<file path="src/design/pta_pkg.sv">
package pta_pkg;

	// Capacity of each term store.
	localparam int MAX_TERMS = 16;

	// Width of a term count (0 .. MAX_TERMS) and of a store index.
	localparam int CNT_W = $clog2(MAX_TERMS + 1);
	localparam int IDX_W = (MAX_TERMS > 1) ? $clog2(MAX_TERMS) : 1;

	// Each store memory holds the loaded terms in its lower half and the
	// sorted copy in its upper half.
	localparam int ADDR_W    = IDX_W + 1;
	localparam int MEM_DEPTH = 2 ** ADDR_W;

	localparam logic [CNT_W-1:0] CNT_FULL = CNT_W'(MAX_TERMS);

	localparam int COEF_W = 32;
	localparam int EXPO_W = 16;
	localparam int SUM_W  = COEF_W + 1;

	// Input item modes.
	localparam logic [1:0] MODE_LOAD_FIRST  = 2'd0;
	localparam logic [1:0] MODE_LOAD_SECOND = 2'd1;
	localparam logic [1:0] MODE_RUN         = 2'd2;

	typedef struct packed {
		logic signed [COEF_W-1:0] coef;
		logic signed [EXPO_W-1:0] expo;
	} term_t;

	typedef struct packed {
		logic             load;
		logic             sort_start;
		logic             clear;
		logic [IDX_W-1:0] rd_idx;
	} store_ctrl_t;

	typedef struct packed {
		logic [CNT_W-1:0] count;
		logic             sort_busy;
	} store_stat_t;

	typedef struct packed {
		logic signed [SUM_W-1:0]  sum_coefficient;
		logic signed [EXPO_W-1:0] sum_exponent;
		logic                     term_valid;
		logic                     last_term;
		logic                     overflow;
	} result_t;

endpackage

</file>
<file path="src/design/pta_in_if.sv">
interface pta_in_if;
	logic                                   valid;
	logic                                   ready;
	logic [1:0]                             mode;
	logic signed [pta_pkg::COEF_W-1:0]      coefficient;
	logic signed [pta_pkg::EXPO_W-1:0]      exponent;

	modport source (output valid, output mode, output coefficient, output exponent,
		input ready);
	modport sink (input valid, input mode, input coefficient, input exponent,
		output ready);
endinterface

</file>
<file path="src/design/pta_out_if.sv">
interface pta_out_if;
	logic                                   valid;
	logic                                   ready;
	logic signed [pta_pkg::SUM_W-1:0]       sum_coefficient;
	logic signed [pta_pkg::EXPO_W-1:0]      sum_exponent;
	logic                                   term_valid;
	logic                                   last_term;
	logic                                   overflow;

	modport source (output valid, output sum_coefficient, output sum_exponent,
		output term_valid, output last_term, output overflow, input ready);
	modport sink (input valid, input sum_coefficient, input sum_exponent,
		input term_valid, input last_term, input overflow, output ready);
endinterface

</file>
<file path="src/design/polynomial_term_merge_add_unit.sv">
// A load item is taken while the block is idle, and another item can follow right behind it.
// A run item first ranks both stores in parallel, key by key, then merges through the
// T_ISSUE and T_DEC states, at most one result item per merge step, and then sends the
// final item of the run from T_FLUSH once the output register is free.
// Throughput is set by the single read port of each store memory during sort and merge.
// Reset clears the counts, the drop flag and all control; store memories are not cleared.
module polynomial_term_merge_add_unit (
	input  logic             clk,
	input  logic             arst_n,
	pta_in_if.sink           term,
	pta_out_if.source        result
);
	localparam int CW = pta_pkg::CNT_W;
	localparam int IW = pta_pkg::IDX_W;
	localparam int SW = pta_pkg::SUM_W;
	localparam int EW = pta_pkg::EXPO_W;

	// T_SORT waits for both sorters, T_ISSUE presents the merge indexes to the
	// memories, T_DEC sees the read data and takes one merge step, and T_FLUSH
	// sends the final item of the run.
	typedef enum logic [2:0] {T_IDLE, T_SORT, T_ISSUE, T_DEC, T_FLUSH} top_state_t;

	top_state_t            state_q;
	logic                  dropped_q;
	logic [CW-1:0]         i_q;
	logic [CW-1:0]         j_q;
	logic                  pend_v_q;
	logic signed [SW-1:0]  pend_coef_q;
	logic signed [EW-1:0]  pend_expo_q;
	logic                  out_v_q;
	pta_pkg::result_t      out_q;

	pta_pkg::store_ctrl_t  ctrl_a;
	pta_pkg::store_ctrl_t  ctrl_b;
	pta_pkg::store_stat_t  stat_a;
	pta_pkg::store_stat_t  stat_b;
	pta_pkg::term_t        rd_a;
	pta_pkg::term_t        rd_b;
	pta_pkg::term_t        load_term;

	logic                  accept;
	logic                  is_load_a;
	logic                  is_load_b;
	logic                  is_run;
	logic                  slot_free;
	logic                  a_av;
	logic                  b_av;
	logic                  take_a;
	logic                  take_b;
	logic                  emit_new;
	logic                  step_ok;
	logic                  merge_done;
	logic                  flush_push;
	logic                  out_push;
	logic signed [SW-1:0]  pair_sum;
	logic signed [SW-1:0]  new_coef;
	logic signed [EW-1:0]  new_expo;

	// Input side. Items are taken only between runs; a store that is full
	// drops the term and raises the drop flag instead.
	assign term.ready = (state_q == T_IDLE);
	assign accept     = term.valid && term.ready;
	assign is_load_a  = accept && (term.mode == pta_pkg::MODE_LOAD_FIRST);
	assign is_load_b  = accept && (term.mode == pta_pkg::MODE_LOAD_SECOND);
	assign is_run     = accept && (term.mode == pta_pkg::MODE_RUN);

	assign load_term.coef = term.coefficient;
	assign load_term.expo = term.exponent;

	// The output register is free when empty or when its item leaves now.
	assign slot_free  = !out_v_q || result.ready;
	assign flush_push = (state_q == T_FLUSH) && slot_free;

	// The output register is loaded by a merge step that pushes out the held
	// term, or by the final item of the run.
	assign out_push = flush_push ||
		((state_q == T_DEC) && !merge_done && step_ok && emit_new && pend_v_q);

	always_comb begin
		ctrl_a.load       = is_load_a && (stat_a.count != pta_pkg::CNT_FULL);
		ctrl_a.sort_start = is_run;
		ctrl_a.clear      = flush_push;
		ctrl_a.rd_idx     = i_q[IW-1:0];
		ctrl_b.load       = is_load_b && (stat_b.count != pta_pkg::CNT_FULL);
		ctrl_b.sort_start = is_run;
		ctrl_b.clear      = flush_push;
		ctrl_b.rd_idx     = j_q[IW-1:0];
	end

	pta_term_store u_store_a (
		.clk       (clk),
		.arst_n    (arst_n),
		.ctrl      (ctrl_a),
		.load_term (load_term),
		.stat      (stat_a),
		.rd_term   (rd_a)
	);

	pta_term_store u_store_b (
		.clk       (clk),
		.arst_n    (arst_n),
		.ctrl      (ctrl_b),
		.load_term (load_term),
		.stat      (stat_b),
		.rd_term   (rd_b)
	);

	// One merge step. Equal exponents combine and a zero sum emits nothing;
	// otherwise the smaller exponent goes first, and an exhausted side lets
	// the other side copy through.
	always_comb begin
		a_av       = i_q < stat_a.count;
		b_av       = j_q < stat_b.count;
		merge_done = !a_av && !b_av;
		pair_sum   = SW'(rd_a.coef) + SW'(rd_b.coef);
		take_a     = 1'b0;
		take_b     = 1'b0;
		new_coef   = '0;
		new_expo   = '0;
		emit_new   = 1'b0;
		if (a_av && b_av && (rd_a.expo == rd_b.expo)) begin
			take_a   = 1'b1;
			take_b   = 1'b1;
			new_coef = pair_sum;
			new_expo = rd_a.expo;
			emit_new = (pair_sum != '0);
		end else if (a_av && (!b_av || ($signed(rd_a.expo) < $signed(rd_b.expo)))) begin
			take_a   = 1'b1;
			new_coef = SW'(rd_a.coef);
			new_expo = rd_a.expo;
			emit_new = 1'b1;
		end else if (b_av) begin
			take_b   = 1'b1;
			new_coef = SW'(rd_b.coef);
			new_expo = rd_b.expo;
			emit_new = 1'b1;
		end
		// A new term pushes the held one out, which needs the output register.
		step_ok = !emit_new || !pend_v_q || slot_free;
	end

	// The most recent term is held back one step so that the last one can be
	// marked once the merge is known to have ended.
	always_ff @(posedge clk or negedge arst_n) begin
		if (!arst_n) begin
			state_q     <= T_IDLE;
			dropped_q   <= 1'b0;
			i_q         <= '0;
			j_q         <= '0;
			pend_v_q    <= 1'b0;
			pend_coef_q <= '0;
			pend_expo_q <= '0;
			out_v_q     <= 1'b0;
			out_q       <= '0;
		end else begin
			if (out_push) begin
				out_v_q <= 1'b1;
			end else if (result.ready) begin
				out_v_q <= 1'b0;
			end
			case (state_q)
				T_IDLE: begin
					if ((is_load_a && (stat_a.count == pta_pkg::CNT_FULL)) ||
						(is_load_b && (stat_b.count == pta_pkg::CNT_FULL))) begin
						dropped_q <= 1'b1;
					end
					if (is_run) begin
						i_q     <= '0;
						j_q     <= '0;
						state_q <= T_SORT;
					end
				end
				T_SORT: begin
					if (!stat_a.sort_busy && !stat_b.sort_busy) begin
						state_q <= T_ISSUE;
					end
				end
				T_ISSUE: begin
					state_q <= T_DEC;
				end
				T_DEC: begin
					if (merge_done) begin
						state_q <= T_FLUSH;
					end else if (step_ok) begin
						if (take_a) begin
							i_q <= i_q + 1'b1;
						end
						if (take_b) begin
							j_q <= j_q + 1'b1;
						end
						if (emit_new) begin
							if (pend_v_q) begin
								out_q.sum_coefficient <= pend_coef_q;
								out_q.sum_exponent    <= pend_expo_q;
								out_q.term_valid      <= 1'b1;
								out_q.last_term       <= 1'b0;
								out_q.overflow        <= dropped_q;
							end
							pend_v_q    <= 1'b1;
							pend_coef_q <= new_coef;
							pend_expo_q <= new_expo;
						end
						state_q <= T_ISSUE;
					end
				end
				T_FLUSH: begin
					if (slot_free) begin
						out_q.last_term  <= 1'b1;
						out_q.overflow   <= dropped_q;
						out_q.term_valid <= pend_v_q;
						if (pend_v_q) begin
							out_q.sum_coefficient <= pend_coef_q;
							out_q.sum_exponent    <= pend_expo_q;
						end else begin
							// Everything cancelled or both stores were empty.
							out_q.sum_coefficient <= '0;
							out_q.sum_exponent    <= '0;
						end
						pend_v_q  <= 1'b0;
						dropped_q <= 1'b0;
						i_q       <= '0;
						j_q       <= '0;
						state_q   <= T_IDLE;
					end
				end
				default: begin
					state_q <= T_IDLE;
				end
			endcase
		end
	end

	assign result.valid           = out_v_q;
	assign result.sum_coefficient = out_q.sum_coefficient;
	assign result.sum_exponent    = out_q.sum_exponent;
	assign result.term_valid      = out_q.term_valid;
	assign result.last_term       = out_q.last_term;
	assign result.overflow        = out_q.overflow;

	// Only the final item of a run may carry no term.
	a_empty_only_last: assert property (@(posedge clk) disable iff (!arst_n)
		result.valid && !result.last_term |-> result.term_valid)
		else $error("result without a term before the end of the run");

	// Merging starts only after both stores are sorted.
	a_sorted_before_merge: assert property (@(posedge clk) disable iff (!arst_n)
		(state_q == T_ISSUE) |-> (!stat_a.sort_busy && !stat_b.sort_busy))
		else $error("merge read while a store is still sorting");

	// The merge never walks past the stored terms.
	a_index_in_range: assert property (@(posedge clk) disable iff (!arst_n)
		(i_q <= stat_a.count) && (j_q <= stat_b.count))
		else $error("merge index beyond store count");

	// The end of a run empties both stores and clears the drop flag.
	a_run_clears: assert property (@(posedge clk) disable iff (!arst_n)
		flush_push |=> (stat_a.count == '0) && (stat_b.count == '0) && !dropped_q)
		else $error("stores not cleared after a run");
endmodule

</file>
<file path="src/design/pta_term_store.sv">
// One term store: a memory whose lower half takes loaded terms and whose
// upper half receives the stably sorted copy, plus the rank-based sorter.
module pta_term_store (
	input  logic                  clk,
	input  logic                  arst_n,
	input  pta_pkg::store_ctrl_t  ctrl,
	input  pta_pkg::term_t        load_term,
	output pta_pkg::store_stat_t  stat,
	output pta_pkg::term_t        rd_term
);
	localparam int CW = pta_pkg::CNT_W;
	localparam int IW = pta_pkg::IDX_W;
	localparam int AW = pta_pkg::ADDR_W;

	typedef enum logic [2:0] {S_IDLE, S_KEY, S_LATCH, S_SCAN, S_WRITE} sort_state_t;

	sort_state_t          state_q;
	logic [CW-1:0]        count_q;
	logic [IW-1:0]        k_q;
	logic [IW-1:0]        cmp_idx_q;
	logic [IW-1:0]        rank_q;
	pta_pkg::term_t       key_q;
	pta_pkg::term_t       rdata_q;
	pta_pkg::term_t       mem [pta_pkg::MEM_DEPTH];

	logic [AW-1:0]        rd_addr;
	logic [AW-1:0]        wr_addr;
	pta_pkg::term_t       wr_data;
	logic                 wr_en;
	logic                 ranks_before;
	logic                 last_cmp;
	logic                 last_key;

	// An entry ranks before the key if its exponent is smaller, or equal and
	// it was loaded earlier; this keeps the sort stable.
	assign ranks_before = ($signed(rdata_q.expo) < $signed(key_q.expo)) ||
		((rdata_q.expo == key_q.expo) && (cmp_idx_q < k_q));
	assign last_cmp = (CW'(cmp_idx_q) + CW'(1)) == count_q;
	assign last_key = (CW'(k_q) + CW'(1)) == count_q;

	always_comb begin
		case (state_q)
			S_KEY:   rd_addr = {1'b0, k_q};
			S_LATCH: rd_addr = {1'b0, IW'(0)};
			S_SCAN:  rd_addr = {1'b0, cmp_idx_q + 1'b1};
			default: rd_addr = {1'b1, ctrl.rd_idx};
		endcase
	end

	always_comb begin
		if (state_q == S_WRITE) begin
			wr_en   = 1'b1;
			wr_addr = {1'b1, rank_q};
			wr_data = key_q;
		end else begin
			wr_en   = ctrl.load;
			wr_addr = {1'b0, count_q[IW-1:0]};
			wr_data = load_term;
		end
	end

	always_ff @(posedge clk) begin
		if (wr_en) begin
			mem[wr_addr] <= wr_data;
		end
		rdata_q <= mem[rd_addr];
	end

	always_ff @(posedge clk or negedge arst_n) begin
		if (!arst_n) begin
			state_q   <= S_IDLE;
			count_q   <= '0;
			k_q       <= '0;
			cmp_idx_q <= '0;
			rank_q    <= '0;
			key_q     <= '0;
		end else begin
			if (ctrl.clear) begin
				count_q <= '0;
			end else if (ctrl.load) begin
				count_q <= count_q + 1'b1;
			end
			case (state_q)
				S_IDLE: begin
					if (ctrl.sort_start && (count_q != '0)) begin
						k_q     <= '0;
						state_q <= S_KEY;
					end
				end
				S_KEY: begin
					state_q <= S_LATCH;
				end
				S_LATCH: begin
					key_q     <= rdata_q;
					cmp_idx_q <= '0;
					rank_q    <= '0;
					state_q   <= S_SCAN;
				end
				S_SCAN: begin
					rank_q <= rank_q + IW'(ranks_before);
					if (last_cmp) begin
						state_q <= S_WRITE;
					end else begin
						cmp_idx_q <= cmp_idx_q + 1'b1;
					end
				end
				S_WRITE: begin
					k_q <= k_q + 1'b1;
					if (last_key) begin
						state_q <= S_IDLE;
					end else begin
						state_q <= S_KEY;
					end
				end
				default: begin
					state_q <= S_IDLE;
				end
			endcase
		end
	end

	assign stat.count     = count_q;
	assign stat.sort_busy = (state_q != S_IDLE);
	assign rd_term        = rdata_q;
endmodule

</file>
<file path="src/flat_wrapper.sv">
// flat-port wrapper written by rule: the top's interface ports become plain ports
module polynomial_term_merge_add_unit_flat 
  (clk, arst_n, term_valid, term_mode, term_coefficient, term_exponent, term_ready, result_valid, result_sum_coefficient, result_sum_exponent, result_term_valid, result_last_term, result_overflow, result_ready);
  pta_in_if term_i ();
  pta_out_if result_i ();
  input  logic clk;
  input  logic arst_n;
  input wire logic [$bits(term_i.valid)-1:0] term_valid;
  input wire logic [$bits(term_i.mode)-1:0] term_mode;
  input wire logic [$bits(term_i.coefficient)-1:0] term_coefficient;
  input wire logic [$bits(term_i.exponent)-1:0] term_exponent;
  output wire logic [$bits(term_i.ready)-1:0] term_ready;
  output wire logic [$bits(result_i.valid)-1:0] result_valid;
  output wire logic [$bits(result_i.sum_coefficient)-1:0] result_sum_coefficient;
  output wire logic [$bits(result_i.sum_exponent)-1:0] result_sum_exponent;
  output wire logic [$bits(result_i.term_valid)-1:0] result_term_valid;
  output wire logic [$bits(result_i.last_term)-1:0] result_last_term;
  output wire logic [$bits(result_i.overflow)-1:0] result_overflow;
  input wire logic [$bits(result_i.ready)-1:0] result_ready;
  assign term_i.valid = term_valid;
  assign term_i.mode = term_mode;
  assign term_i.coefficient = term_coefficient;
  assign term_i.exponent = term_exponent;
  assign term_ready = term_i.ready;
  assign result_valid = result_i.valid;
  assign result_sum_coefficient = result_i.sum_coefficient;
  assign result_sum_exponent = result_i.sum_exponent;
  assign result_term_valid = result_i.term_valid;
  assign result_last_term = result_i.last_term;
  assign result_overflow = result_i.overflow;
  assign result_i.ready = result_ready;
  polynomial_term_merge_add_unit u_core (.clk(clk), .arst_n(arst_n), .term(term_i), .result(result_i));
endmodule
</file>
<file path="config.mk">
export PLATFORM = sky130hd
export DESIGN_NAME = polynomial_term_merge_add_unit_flat
export DESIGN_NICKNAME = d
export VERILOG_FILES = /design/src/design/pta_pkg.sv /design/src/design/pta_in_if.sv /design/src/design/pta_out_if.sv /design/src/design/polynomial_term_merge_add_unit.sv /design/src/design/pta_term_store.sv /design/src/flat_wrapper.sv
export SDC_FILE = /design/constraint.sdc
export NUM_CORES = 2
export LEC_CHECK = 0
export BUFFER_PORTS_ARGS = -buffer_cell sky130_fd_sc_hd__buf_2
export CAP_MARGIN = 15
export CELL_PAD_IN_SITES_DETAIL_PLACEMENT = 0
export CELL_PAD_IN_SITES_GLOBAL_PLACEMENT = 2
export CORE_ASPECT_RATIO = 0.9
export CORE_MARGIN = 3
export CORE_UTILIZATION = 45
export CTS_CLUSTER_DIAMETER = 50
export DETAILED_ROUTE_END_ITERATION = 10
export GPL_TIMING_DRIVEN = 0
export PLACE_DENSITY_LB_ADDON = 0.1
export REMOVE_ABC_BUFFERS = 1
export SLEW_MARGIN = 30
export SYNTH_ARGS = -nofsm -noshare
export SYNTH_HDL_FRONTEND = slang
export SYNTH_SLANG_ARGS = --single-unit
</file>
<file path="constraint.sdc">
create_clock -name clk -period 6.4 [get_ports clk]
set_input_delay 0.32 -clock clk [delete_from_list [all_inputs] [get_ports clk]]
set_output_delay 0.32 -clock clk [all_outputs]
set_load 0.02 [all_outputs]
</file>
Word level (Yosys, flattened, before mapping)

Memory sizes are Yosys's and may differ from the RTL's. A register that Yosys moved wholly into a read port is not among the register bits.
Cells that the tools add are included.

Reductions and logical operators: 70
Bitwise logic cells: 1
Eq/ne operators: 42
$lt $le $gt $ge: 7
Add/sub/neg operators: 15
Mux-type cells: 79

Operator list:

| kind                | count |
|---|---|
| $mux 52             | 5 |
| $pmux 52 s2         | 1 |
| $mux 33             | 3 |
| $mux 48             | 2 |
| $mux 5              | 14 |
| $pmux 5 s3          | 4 |
| $mux 49             | 1 |
| $eq 16x16->1        | 3 |
| $lt 16x16->1        | 3 |
| $mux 16             | 3 |
| $pmux 4 s2          | 6 |
| $pmux 3 s5          | 3 |
| $add 32x32->33      | 1 |
| $reduce_bool 33->1  | 1 |
| $mux 3              | 9 |
| $logic_and 1x1->1   | 22 |
| $mux 1              | 22 |
| $add 4x1->5 const B | 4 |
| $add 5x1->5 const B | 4 |
| $eq 5x5->1          | 4 |
| $eq 3x2->1 const B  | 6 |
| $ne 2x2->1 const B  | 9 |
| $reduce_and 6->1    | 3 |
| $reduce_bool 2->1   | 9 |
| other kinds (25)    | 72 |

Word-level logic and storage cells: 243
Bits of input ports: 54
Bits in writable memories: 3,072
Output and inout bits: 54
Flip-flop bits (word level): 253
Memories: 2

Memory list:

| memory               | words | bits a word | read ports | clocked after Yosys merged registers in | write ports | RTL line             | RTL |
|---|---|---|---|---|---|---|---|
| u_core.u_store_a.mem | 32    | 48          | 1          | 1                                       | 1           | pta_term_store.sv:24 | `pta_pkg::term_t mem [pta_pkg::MEM_DEPTH];` |
| u_core.u_store_b.mem | 32    | 48          | 1          | 1                                       | 1           | pta_term_store.sv:24 |  |

Depth between registers and ports, before layout

Word-level depth: 14
Gate-level depth with buffers: 18
Gate-level depth less buffers: 18

Cells and area by module

Synthesis repeated with hierarchy kept, for this count alone.

Cells, all modules: 9,850
Area, all modules: 137,396.8 µm²

By module, submodules not included:

| module                            | times used | cells each | seq. area each (µm²) | area an instance (µm²) |
|---|---|---|---|---|
| pta_term_store (u_core.u_store_a) | 1          | 4,867      | 48,786.8             | 64,687.0 |
| pta_term_store (u_core.u_store_b) | 1          | 4,024      | 48,786.8             | 64,291.7 |
| polynomial_term_merge_add_unit    | 1          | 959        | 2,927.8              | 8,418.1 |

Worst setup path after synthesis

Ideal clock, no wire load.

Path type: register to register
Start point: reg u_core.u_store_a.state_q[0]
End point: mem u_core.u_store_a.mem[25][0] (netlist bit), enable pin
Setup time: 0.523 ns
Arrival time: 4.758 ns
Setup slack: 1.119 ns
Required time: 5.877 ns
Clock period less this slack: 5.281 ns
Buffers on the path: 1
Cell stages (with the launch flop): 6
Cells stage by stage: dfrtp_1 > nor2_1 > and2_1 > clkbuf_1 > nand3b_1 > nor3b_1

Cells in the longest elaborated chain, start to end: 4
Elaborated cells on any way between the ends: 5
Those cells by class: 1 x eq/ne; 4 x mux

RTL lines:

| element                      | RTL line             | RTL |
|---|---|---|
| from (decl)                  | pta_term_store.sv:17 | `sort_state_t state_q;` |
| from (signal assigned)       | pta_term_store.sv:71 | `state_q <= S_IDLE;` |
| from (signal assigned)       | pta_term_store.sv:87 | `state_q <= S_KEY;` |
| from (signal assigned)       | pta_term_store.sv:91 | `state_q <= S_LATCH;` |
| $eq 3x3->1 *                 | pta_term_store.sv:51 | `if (state_q == S_WRITE) begin` |
| $mux 1                       | pta_term_store.sv:51 |  |
| $mux 1                       | pta_term_store.sv:63 | `if (wr_en) begin` |
| $mux 1 (implied by the code) | pta_term_store.sv:64 | `mem[wr_addr] <= wr_data;` |
| to (decl)                    | pta_term_store.sv:24 |  |

Every way passes the cells marked *; elsewhere a longest branch is shown, timed or not.

Final worst setup path

Start point: reg, netlist name u_core.u_store_a.rd_term[16]
End point: reg u_core.pend_expo_q[7]

Cells in the longest elaborated chain, start to end: 7

RTL lines:

| element                             | RTL line                              | RTL |
|---|---|---|
| $add 32x32->33 *                    | polynomial_term_merge_add_unit.sv:115 | `pair_sum = SW'(rd_a.coef) + SW'(rd_b.coef);` |
| $reduce_bool 33->1 *                | polynomial_term_merge_add_unit.sv:126 | `emit_new = (pair_sum != '0);` |
| $mux 1 *                            | polynomial_term_merge_add_unit.sv:121 | `if (a_av && b_av && (rd_a.expo == rd_b.expo)) begin` |
| $logic_not 1->1                     | polynomial_term_merge_add_unit.sv:139 | `step_ok = !emit_new \|\| !pend_v_q \|\| slot_free;` |
| $logic_or 1x1->1 (2 in a row)       | polynomial_term_merge_add_unit.sv:139 |  |
| $reduce_and 4->1 (no source line) * | n/a                                   |  |
| to (signal assigned)                | polynomial_term_merge_add_unit.sv:201 | `pend_expo_q <= new_expo;` |
| to (decl)                           | polynomial_term_merge_add_unit.sv:29  | `logic signed [EW-1:0] pend_expo_q;` |

Marks and branches as above.
A chain may end at the register's enable or synchronous reset.

==> impl_metrics.tcl <==
set metrics [dict create \
    cts_buffer_depth 4 \
    tightest_slew_ns 1.00 \
    slowest_delay_ns 0.87 \
    grt_pass1_wl_um 654000 \
    worstSetupEndpointType "register" \
    status "complete, no violations" \
    cpLargestDelayFamily "compound AO/OA/AOI/OAI gates" \
    antenna_left 0 \
    grt-ovfl-total 0 \
    max_freq_mhz 177 \
    antenna_found_initial 38 \
    grt_max_degree 72 \
    ys_ff_latch 3421 \
    vias 93700 \
    skew_ns 0.0451 \
    setup_violations 0 \
    ctsHtreeMaxLevel 5 \
    track_usage_pct 28.4 \
    yosysUniqueCellTypes 80 \
    setup_tns_ns 0 \
    p_per_area_mw_per_mm2 509 \
    hold_path_class "in -> reg" \
    hold_depth 3 \
    cts-resized-gates 0 \
    numPortBuffers 107 \
    yosys.area_share.adder_pct 0.983 \
    routed_wl_um 456000 \
    drive_above_1_share_pct 14.4 \
    clk-insertion-delay-late_ns 0.96 \
    path_class "reg -> reg" \
    cts_root_buf "clkbuf_16" \
    power.total_mw 87.9 \
    dieArea_mm2 0.317 \
    synth_top_family_by_area "simple AND/OR/NAND/NOR gates" \
    cts_buffers 395 \
    final_hold_viol_count 0 \
    crit_arrival_ns 6.46 \
    synthXorXnorAreaFrac_pct 0.339 \
    cts.sinks 3421 \
    syn_area_per_cell_um2 12.6 \
    r2r_cells 15 \
    wl_per_cell_um 28.6 \
    rsz0062_at_grt "no" \
    cap_violations 0 \
    dp_slack_ns 0.800 \
    period_needed_ns 5.63 \
    io-pin-count 108 \
    clk_pin_slew_ns 0.06 \
    final_core_util_pct 56.1 \
    hpwl_um 312000 \
    die_x_um 593 \
    worstPathRequired_ns 7.23 \
    synth_simple_gate_area_share_pct 15.1 \
    path_cells "ha_1 > fa_1 > a211oi_2 > o211ai_2 > a2111oi_2 > or2_2 > a211oi_1 > a2111oi_0 > and4_1 > nand4b_1 > nand2_1 > a21oi_4 > buf_8 > buf_8 > mux2_4" \
    cts_tree "yes" \
    postLayoutCellArea_mm2 0.173 \
    path_common_cell "buf_8" \
    dr.pass1.iters 6 \
    cp_max_fo 14 \
    dp.cells 15200 \
    path_buf_inv 2 \
    fin_ws_ns 0.766 \
    nets 11700 \
    netlist_area_mm2 0.140 \
    slowest_stage "a2111oi_0" \
    cp-start-kind "register" \
    drcViolationCount 0 \
    yosys.area.top_type "edfxtp_1" \
    rows 193 \
    synth_compound_area_share_pct 8.15 \
    grt_pass1_vias 89900 \
    postSynthCellCount 11100 \
    yosys-top-cells-area "edfxtp_1, nand2_1, dfrtp_1" \
    synth_mux_area_share_pct 1.09 \
    synth_ff_type "edfxtp_1" \
    fin_crit_sh_pct 88.0 \
    yosysTopAreaCellShare_pct 66.1 \
    gp_congestion 0.840 \
    ys_seq_area_share_pct 72.0 \
    fin_cells 16000 \
    core-area_mm2 0.308 \
    p_leak_nw 61.9 \
    first_iter_violations 9834 \
    synth_edf_count 3072 \
    vdd_drop_max_mv 0.292 \
    placed_area_mm2 0.159 \
    cp_num_cells 15 \
    report.final.slew_viol_count 0 \
    async_reset_ff_share_pct 7.40 \
    start_util_pct 45.3 \
    via_per_inst 5.87 \
    slew_headroom_pct 32.3 \
    ys_warn_count 0 \
    whs_ns 0.121 \
    fp.dieH_um 534 \
    syn2layout_area_growth_pct 23.8 \
]
-- cell type report --
class                           instances  area, um^2
Sequential cell                      3421      101000
Multi-Input combinational cell       6808       37000
Fill cell                           24500      135000
Timing Repair Buffer                  801       16400
Clock buffer                          494       10500
Inverter                               79         297
Clock inverter                        248        2940
Antenna cell                           20        50.0
Tap cell                             4095        5120
-- what timing repair did --
| action | CTS | global route |
|---|---|---|
| endpoints found under the hold margin | 430 | 0 |
| setup buffers | 0 | 0 |
| hold buffers | 13 | 0 |
-- synth_stat cells, types with 78 or more instances --
cell type,n
nand2_1,3474
nor2_1,146
clkbuf_1,673
dfrtp_1,253
ha_1,108
dfxtp_1,96
a21oi_1,175
buf_1,80
a21o_1,119
mux2_2,103
inv_1,78
a31oi_1,209
and3_1,391
a311oi_1,578
o21ai_0,153
edfxtp_1,3072
nand3_1,816
a211oi_1,112
-- cells by family after synthesis --
family,Yosys count
mux,133
fa+ha+maj,109
compound gates,1544
simple gates,4968
flops,3421
xor+xnor,54
buf+inv,849
-- worst register-to-register path, cell delays in order (launching register included) --
cell	delay, ns
dfxtp_1	0.49
ha_1	0.35
fa_1	0.45
a211oi_2	0.36
o211ai_2	0.21
a2111oi_2	0.57
or2_2	0.25
a211oi_1	0.09
a2111oi_0	0.87
and4_1	0.33
nand4b_1	0.32
nand2_1	0.33
a21oi_4	0.17
buf_8	0.24
buf_8	0.17
mux2_4	0.32
-- registers in the layout, indices dropped and copies added (netlist names), 16 cells and up --
| signal | count |
|---|---|
| u_core.u_store_b.key_q | 48 |
| u_core.u_store_a.key_q | 48 |
| u_core.u_store_a.rd_term | 48 |
| u_core.result.sum_exponent | 16 |
| u_core.u_store_b.rd_term | 48 |
| u_core.pend_coef_q | 33 |
| u_core.result.sum_coefficient | 33 |
| u_core.pend_expo_q | 16 |
| u_core.u_store_a.mem | 1536 |
| u_core.u_store_b.mem | 1536 |
-- power breakdown --
part | leakage, nW | internal [mW] | switching [mW]
logic | 23.7 | 14.6 | 21.9
clock network | 6.48 | 13.6 | 9.45
registers | 31.7 | 26.6 | 1.83
total | 61.9 | 54.7 | 33.1
-- routing by layer --
layer | GRT usage (%) | vias up | wire, um
met3 | 4.25 | 723 | 31500
met1 | 39.1 | 47600 | 190000
met5 | 0 | - | 55
li1 | - | 41900 | -
met2 | 46.5 | 3380 | 220000
met4 | 8.84 | 8 | 14600
-- path summary, 6_finish.rpt --
path | startpoint | to | slack (ns)
worst max-delay path | u_core.u_store_a.rd_term[16]$_DFF_P_ | u_core.pend_expo_q[7]$_DFFE_PN0P_ | 0.77
worst min-delay path | term_exponent[14] | u_core.u_store_b.mem[11][14]$_DFFE_PP_ | 0.12
worst max register to register | u_core.u_store_a.rd_term[16]$_DFF_P_ | u_core.pend_expo_q[7]$_DFFE_PN0P_ | 0.77
worst min register to register | u_core.pend_coef_q[20]$_DFFE_PN0P_ | u_core.result.sum_coefficient[20]$_DFFE_PN0P_ | 0.47
max in group asynchronous | arst_n | u_core.result.sum_coefficient[4]$_DFFE_PN0P_ | 4.61
min in group asynchronous | arst_n | u_core.u_store_a.key_q[37]$_DFFE_PN0P_ | 0.53
-- cell usage in the layout, fill, tap and decap left out, types with 21 or more instances in the layout --
cell,instances
mux2_2,103
nand2_1,3435
edfxtp_1,3072
a22oi_1,22
nor2_4,61
o31ai_1,21
o21ai_4,38
dfrtp_1,253
clkinv_1,49
bufinv_16,44
inv_6,29
buf_12,75
a31oi_1,207
xnor2_1,40
inv_1,78
clkinv_4,28
a22o_1,58
buf_16,456
nor2_1,84
clkinvlp_4,25
buf_8,64
a211oi_1,111
o21ai_0,122
nand4_1,23
nand2_2,37
and3_1,391
clkbuf_16,396
clkbuf_8,21
buf_4,80
a21o_1,119
nand3_1,816
buf_2,106
a311oi_1,578
dfxtp_1,96
clkinv_2,49
a21oi_1,169
ha_1,108
clkbuf_1,77
No activity file was read; power rests on OpenSTA's default activity.
